`src/hw/rtl/pse_pkg.sv`:
```
package pse_pkg;

  localparam logic [7:0] CH_ZERO  = 8'h30;
  localparam logic [7:0] CH_NINE  = 8'h39;
  localparam logic [7:0] CH_PLUS  = 8'h2B;
  localparam logic [7:0] CH_MINUS = 8'h2D;
  localparam logic [7:0] CH_STAR  = 8'h2A;
  localparam logic [7:0] CH_SLASH = 8'h2F;
  localparam logic [7:0] CH_PCT   = 8'h25;
  localparam logic [7:0] CH_CARET = 8'h5E;

  localparam logic [2:0] ST_OK        = 3'd0;
  localparam logic [2:0] ST_UNDERFLOW = 3'd1;
  localparam logic [2:0] ST_OVERFLOW  = 3'd2;
  localparam logic [2:0] ST_DIVZERO   = 3'd3;
  localparam logic [2:0] ST_EMPTY     = 3'd4;

  typedef enum logic [7:0] {
    S_IDLE    = 8'b0000_0001,
    S_EXEC    = 8'b0000_0010,
    S_DIV     = 8'b0000_0100,
    S_DFIX    = 8'b0000_1000,
    S_POW_MUL = 8'b0001_0000,
    S_POW_SQ  = 8'b0010_0000,
    S_EMIT    = 8'b0100_0000,
    S_SPARE   = 8'b1000_0000
  } state_t;

endpackage

```
`src/hw/rtl/pse_ram.sv`:
```
module pse_ram
  #(parameter int WIDTH = 32,
    parameter int DEPTH = 32)
  (input  logic                     clk,
   input  logic                     we,
   input  logic [$clog2(DEPTH)-1:0] waddr,
   input  logic [WIDTH-1:0]         wdata,
   input  logic                     re,
   input  logic [$clog2(DEPTH)-1:0] raddr,
   output logic [WIDTH-1:0]         rdata);

  logic [WIDTH-1:0] mem [DEPTH];

  always_ff @(posedge clk) begin
    if (we) begin
      mem[waddr] <= wdata;
    end
    if (re) begin
      rdata <= mem[raddr];
    end
  end

endmodule

```
`src/hw/rtl/postfix_stack_evaluator_unit.sv`:
```
// Digit, ignored char or short-stack operator: S_IDLE only; + - * add S_EXEC; / and %
// add the S_DIV loop and S_DFIX (skipped on a zero divisor); ^ adds the S_POW_MUL/S_POW_SQ
// loop (one shared 32x32 multiplier, two passes per exponent bit; skipped on a negative
// exponent). The last char passes through S_EMIT for the result transfer; one char in
// flight at a time, and a waiting result stalls input only when the next expression ends.
// rst (sync, active high) clears depth, error and control; stack RAM is left uninitialized.
module postfix_stack_evaluator_unit
  import pse_pkg::*;
  #(parameter int STACK_DEPTH = 32)
  (input  logic        clk,
   input  logic        rst,
   input  logic        s_axis_tvalid,
   output logic        s_axis_tready,
   input  logic [7:0]  s_axis_tdata,   // [7:0] char_code
   input  logic        s_axis_tlast,   // end_of_expr
   output logic        m_axis_tvalid,
   input  logic        m_axis_tready,
   output logic [39:0] m_axis_tdata);  // [31:0] value, [34:32] status, rest 0

  localparam int AW = (STACK_DEPTH > 1) ? $clog2(STACK_DEPTH) : 1;
  localparam int DW = $clog2(STACK_DEPTH + 1);

  state_t          state, state_next;
  logic [DW-1:0]   depth;
  logic [2:0]      err;
  logic [31:0]     top;
  logic [31:0]     opa;
  logic [31:0]     opb;
  logic [31:0]     rem;
  logic [31:0]     quo;
  logic [4:0]      div_cnt;
  logic [7:0]      op;
  logic            last;
  logic            ysign, xsign;

  logic            accept;
  logic            is_digit, is_op;
  logic [DW-1:0]   depth_m1, depth_m2;
  logic            ram_we, ram_re;
  logic [31:0]     ram_rdata;
  logic [31:0]     mul_a, mul_b, mul_p;
  logic [32:0]     div_sh, div_trial;
  logic [2:0]      err_div, err_und, err_ovf;
  logic            out_free;

  assign s_axis_tready = (state == S_IDLE);
  assign accept   = s_axis_tvalid && s_axis_tready;
  assign is_digit = (s_axis_tdata >= CH_ZERO) && (s_axis_tdata <= CH_NINE);
  assign is_op    = (s_axis_tdata == CH_PLUS) || (s_axis_tdata == CH_MINUS) ||
                    (s_axis_tdata == CH_STAR) || (s_axis_tdata == CH_SLASH) ||
                    (s_axis_tdata == CH_PCT)  || (s_axis_tdata == CH_CARET);
  assign depth_m1 = depth - DW'(1);
  assign depth_m2 = depth - DW'(2);
  assign out_free = !m_axis_tvalid || m_axis_tready;

  assign err_div = (err == ST_OK) ? ST_DIVZERO   : err;
  assign err_und = (err == ST_OK) ? ST_UNDERFLOW : err;
  assign err_ovf = (err == ST_OK) ? ST_OVERFLOW  : err;

  assign ram_we = accept && is_digit && (depth < DW'(STACK_DEPTH)) && (depth != '0);
  assign ram_re = accept && is_op && (depth >= DW'(2));

  pse_ram #(.WIDTH(32), .DEPTH(STACK_DEPTH)) u_stack (
    .clk   (clk),
    .we    (ram_we),
    .waddr (depth_m1[AW-1:0]),
    .wdata (top),
    .re    (ram_re),
    .raddr (depth_m2[AW-1:0]),
    .rdata (ram_rdata)
  );

  always_comb begin
    unique case (state)
      S_POW_MUL: begin
        mul_a = quo;
        mul_b = opa;
      end
      S_POW_SQ: begin
        mul_a = opa;
        mul_b = opa;
      end
      default: begin
        mul_a = ram_rdata;
        mul_b = top;
      end
    endcase
  end
  assign mul_p = mul_a * mul_b;

  assign div_sh    = {rem, quo[31]};
  assign div_trial = div_sh - {1'b0, opb};

  always_comb begin
    state_next = state;
    unique case (state)
      S_IDLE: begin
        if (accept) begin
          if (is_op && (depth >= DW'(2))) begin
            state_next = S_EXEC;
          end else if (s_axis_tlast) begin
            state_next = S_EMIT;
          end
        end
      end
      S_EXEC: begin
        if ((op == CH_SLASH || op == CH_PCT) && top != '0) begin
          state_next = S_DIV;
        end else if (op == CH_CARET && !top[31]) begin
          state_next = S_POW_MUL;
        end else begin
          state_next = last ? S_EMIT : S_IDLE;
        end
      end
      S_DIV: begin
        if (div_cnt == '0) begin
          state_next = S_DFIX;
        end
      end
      S_DFIX: state_next = last ? S_EMIT : S_IDLE;
      S_POW_MUL: begin
        if (opb == '0) begin
          state_next = last ? S_EMIT : S_IDLE;
        end else begin
          state_next = S_POW_SQ;
        end
      end
      S_POW_SQ: state_next = S_POW_MUL;
      S_EMIT: begin
        if (out_free) begin
          state_next = S_IDLE;
        end
      end
      default: state_next = S_IDLE;
    endcase
  end

  always_ff @(posedge clk) begin
    if (rst) begin
      state         <= S_IDLE;
      depth         <= '0;
      err           <= ST_OK;
      m_axis_tvalid <= 1'b0;
    end else begin
      state <= state_next;
      if (state == S_EMIT && out_free) begin
        m_axis_tvalid <= 1'b1;
      end else if (m_axis_tready) begin
        m_axis_tvalid <= 1'b0;
      end
      unique case (state)
        S_IDLE: begin
          if (accept) begin
            op   <= s_axis_tdata;
            last <= s_axis_tlast;
            if (is_digit) begin
              if (depth < DW'(STACK_DEPTH)) begin
                top   <= {24'd0, s_axis_tdata - CH_ZERO};
                depth <= depth + DW'(1);
              end else begin
                err <= err_ovf;
              end
            end else if (is_op) begin
              if (depth >= DW'(2)) begin
                depth <= depth_m1;
              end else begin
                err <= err_und;
              end
            end
          end
        end
        S_EXEC: begin
          case (op)
            CH_PLUS:  top <= ram_rdata + top;
            CH_MINUS: top <= ram_rdata - top;
            CH_STAR:  top <= mul_p;
            CH_CARET: begin
              if (top[31]) begin
                if (ram_rdata == 32'd1) begin
                  top <= 32'd1;
                end else if (ram_rdata == 32'hFFFF_FFFF) begin
                  top <= top[0] ? 32'hFFFF_FFFF : 32'd1;
                end else begin
                  top <= '0;
                end
              end else begin
                opa <= ram_rdata;
                opb <= top;
                quo <= 32'd1;
              end
            end
            default: begin
              ysign   <= ram_rdata[31];
              xsign   <= top[31];
              opb     <= top[31] ? (32'd0 - top) : top;
              rem     <= '0;
              quo     <= ram_rdata[31] ? (32'd0 - ram_rdata) : ram_rdata;
              div_cnt <= 5'd31;
              if (top == '0) begin
                err <= err_div;
              end
            end
          endcase
        end
        S_DIV: begin
          div_cnt <= div_cnt - 5'd1;
          quo     <= {quo[30:0], !div_trial[32]};
          rem     <= div_trial[32] ? div_sh[31:0] : div_trial[31:0];
        end
        S_DFIX: begin
          if (op == CH_SLASH) begin
            top <= (ysign != xsign) ? (32'd0 - quo) : quo;
          end else begin
            top <= ysign ? (32'd0 - rem) : rem;
          end
        end
        S_POW_MUL: begin
          if (opb == '0) begin
            top <= quo;
          end else if (opb[0]) begin
            quo <= mul_p;
          end
        end
        S_POW_SQ: begin
          opa <= mul_p;
          opb <= {1'b0, opb[31:1]};
        end
        S_EMIT: begin
          if (out_free) begin
            m_axis_tdata[31:0]   <= (depth != '0) ? top : 32'd0;
            m_axis_tdata[34:32]  <= (err != ST_OK) ? err :
                                    ((depth == '0) ? ST_EMPTY : ST_OK);
            m_axis_tdata[39:35]  <= '0;
            depth                <= '0;
            err                  <= ST_OK;
          end
        end
        default: ;
      endcase
    end
  end

endmodule

```
`config.mk`:
```
export PLATFORM = sky130hd
export DESIGN_NAME = postfix_stack_evaluator_unit
export DESIGN_NICKNAME = d
export VERILOG_FILES = /design/src/hw/rtl/pse_pkg.sv /design/src/hw/rtl/pse_ram.sv /design/src/hw/rtl/postfix_stack_evaluator_unit.sv
export SDC_FILE = /design/constraint.sdc
export NUM_CORES = 2
export LEC_CHECK = 0
export ABC_AREA = 1
export ABC_CLOCK_PERIOD_IN_PS = 10570
export CAP_MARGIN = 10
export CORE_AREA = 2 2 379 381
export DETAILED_ROUTE_END_ITERATION = 12
export DIE_AREA = 0 0 381 383
export DONT_BUFFER_PORTS = 1
export PLACE_DENSITY = 0.7
export RECOVER_POWER = 50
export SLEW_MARGIN = 20
export SYNTH_ARGS = -nofsm -noshare
export SYNTH_HDL_FRONTEND = slang
export SYNTH_HIERARCHICAL = 1
export SYNTH_SLANG_ARGS = --single-unit
```
`constraint.sdc`:
```
create_clock -name clk -period 10.57 [get_ports clk]
set_clock_uncertainty 0.2 [all_clocks]
set_input_delay 1.5855 -clock clk [delete_from_list [all_inputs] [get_ports clk]]
set_output_delay 1.5855 -clock clk [all_outputs]
set_load 0.05 [all_outputs]
```
==> flow_metrics.tcl <==
set metrics [dict create \
    port_buffers 0 \
    reg2reg_to "top[18]" \
    syn_to_final_growth_pct 7.67 \
    cp_slowest_stage_delay_ps 730 \
    p_int_mw 10.3 \
    cts-root-buf "clkbuf_16" \
    arrival_ps 10710 \
    cts.sinks 1283 \
    drtAntennaViolNets 0 \
    drive_gt1_frac 0.0588 \
    num_vias 61000 \
    power.density_mw_per_mm2 213 \
    grt_max_degree 277 \
    end_kind "register" \
    wl_per_cell_um 26.1 \
    critical_path_class "reg -> reg" \
    yosysWarnings 6 \
    core_mm2 0.142 \
    post_cts_buffers 0 \
    setup_viol 0 \
    die_h_um 383 \
    die_x_um 381 \
    cp-start-kind "register" \
    tightest_slew_ps 3650 \
    synthCells 8125 \
    finalPower_mw 17.8 \
    finalNetCount 8674 \
    finalHoldViolCount 0 \
    viasPerCell 6.07 \
    synth-async-reset-ratio 0 \
    drc_errors 0 \
    grt_pass1_vias 58200 \
    setup_ws_ps 235 \
    slowest_stage "clkinv_1" \
    crit_path_max_fanout 23 \
    cp-startpoint "state[0]" \
    ys_seq_area_frac 0.496 \
    holdWs_ps 359 \
    rsz0062_at_grt "false" \
    violations "max-capacitance violations, max-slew violations" \
    dpl.hpwl_mm 173 \
    dr.pass1.iters 9 \
    relSlewSlack -1.43 \
    r2r_setup_slack_ps 230 \
    layout_commonest_cell "nand2_1" \
    worstPathRequired_ps 10950 \
    layout_common_cells "2343 x nand2_1, 1267 x edfxtp_1, 1024 x nand3_1" \
    cts_resized 0 \
    grt_usage 0.357 \
    vdd_ir_drop_max_mv 0.293 \
    power_frac_comb 0.415 \
    tritoncts "built" \
    ys_types 73 \
    path_clk_slew_ps 60 \
    finalSetupTns_ps 0 \
    synthFlopType "edfxtp_1" \
    drt-total-wl_mm 262 \
    layout_min_cycle_time_ps 10340 \
    min_to "m_axis_tdata[32]" \
    initial_core_util 0.544 \
    min_from "err[0]" \
    grt_overflow 0 \
    hp-class "reg -> reg" \
    htreeDepth 4 \
    status "complete, but fails checks" \
    postCtsHoldBufs 0 \
    clockBufferDepth 3 \
    power_frac_clock 0.264 \
    synth-seq-cells 1283 \
    netSwitchingPower_mw 7.50 \
    seq_power_share 0.321 \
    dieArea_mm2 0.146 \
    insertion_delay_ps 800 \
    p_leak_nw 34.1 \
    period_share 0.978 \
    swShare 0.422 \
    reg2reg_depth 32 \
    grt_pass1_wl_mm 382 \
    ios 55 \
    fmax_mhz 96.8 \
    cpMostUsedCell "fa_1" \
    syn_area_mm2 0.0774 \
    reg2reg_from "state[0]" \
    drv_slew 1710 \
    place_ws_ps 775 \
    synth.avg_cell_area_um2 9.52 \
    antenna_found_initial 8 \
    maxCapViolCount 41 \
    hold_depth 0 \
    numCtsBuffers 137 \
    synth_edf_count 1267 \
    drtIter0Drc 8066 \
    gp_congestion 1.07 \
    row_count 139 \
]
[synth_stat cells (all sizes together), types with 3 or more instances]
library cell	n	area, µm²
nand2	2364	8950
nor3	65	362
a211oi	5	37.5
a21oi	220	1120
dfxtp	16	320
fa	410	8210
o21a	10	75.1
nand3b	14	109
o22ai	11	68.8
ha	204	2550
xor2	86	753
o31ai	5	37.5
nor4	36	250
o2111ai	8	70.1
o221ai	33	289
buf	248	1800
a21boi	5	37.5
inv	837	3150
o311ai	4	35.0
edfxtp	1267	38000
o21ai	319	1660
a31oi	17	106
nor2	586	2280
o21bai	11	82.6
nand4	32	206
clkbuf	147	552
clkinv	11	41.3
xnor2	30	263
o211ai	48	360
or2	20	125
a21o	3	22.5
nand3	1030	5180
[worst max-delay path, delay by kind of cell, from the launching register on]
family	cells	cell delay, ps
flops	1	350
simple gates	10	2010
fa+ha+maj	9	3840
compound gates	4	980
buf+inv	8	2280
xor+xnor	1	440
[flip-flops by register name, indices dropped and copies added (netlist names)]
register and count:
state 7, opb 32, depth 6, xsign 1, u_stack/mem 1024, opa 32, m_axis_tvalid 1, m_axis_tdata 35
op 8, err 2, u_stack/rdata 32, top 32, div_cnt 5, quo 32, ysign 1, last 1
rem 32
[cell type report]
type | instances | area (µm²)
inverter | 848 | 3210
clock buffer | 173 | 3580
fill | 12100 | 59000
clock inverter | 68 | 748
sequential | 1283 | 38400
tap | 1903 | 2380
multi-input combinational | 5603 | 33800
timing repair buffer | 174 | 1200
antenna | 2 | 5.00
[power by group through the flow]
stage | Sequential (mW) | Clock (mW) | Combinational (mW)
finish | 5.70 | 4.69 | 7.38
global route | 5.70 | 4.91 | 7.90
CTS | 5.70 | 4.72 | 7.22
detailed placement | 5.81 | 0 | 7.16
global placement | 5.81 | 0 | 7.13
floorplan | 5.79 | 0 | 4.55
[cell families (layout without fill, tap and decap cells)]
logic type / count (synthesis) / count (layout) / synth area share
compound gates: 717 / 717 / 0.0539
xor+xnor: 116 / 116 / 0.0131
fa+ha+maj: 614 / 614 / 0.139
buf+inv: 1243 / 1263 / 0.0717
flops: 1283 / 1283 / 0.496
other cells: 1 / 7 / 0.0000485
simple gates: 4151 / 4151 / 0.226
[metal layers]
layer	global-route usage	routed length (µm)
met1	0.476	99800
met2	0.550	117000
met3	0.0693	27800
met4	0.200	17600
met5	0	30
[worst max-delay path by stage]
stage | cells after the start | end | slack [ps]
floorplan | 34 | top[29] | 2340
global placement | 32 | top[18] | 770
detailed placement | 30 | top[31] | 770
CTS | 30 | top[31] | 720
global route | 41 | top[25] | 70
finish | 32 | top[18] | 230
[metrics by stage]
step           utilization  cells  area, µm²
2_1_floorplan            -   8129      77400
3_3_place_gp         0.557   9811      79200
3_5_place_dp         0.557   9811      79200
4_1_cts              0.587  10100      83500
5_1_grt              0.585  10100      83300
6_report             0.585  10100      83300
No activity file was read; power rests on OpenSTA's default activity.
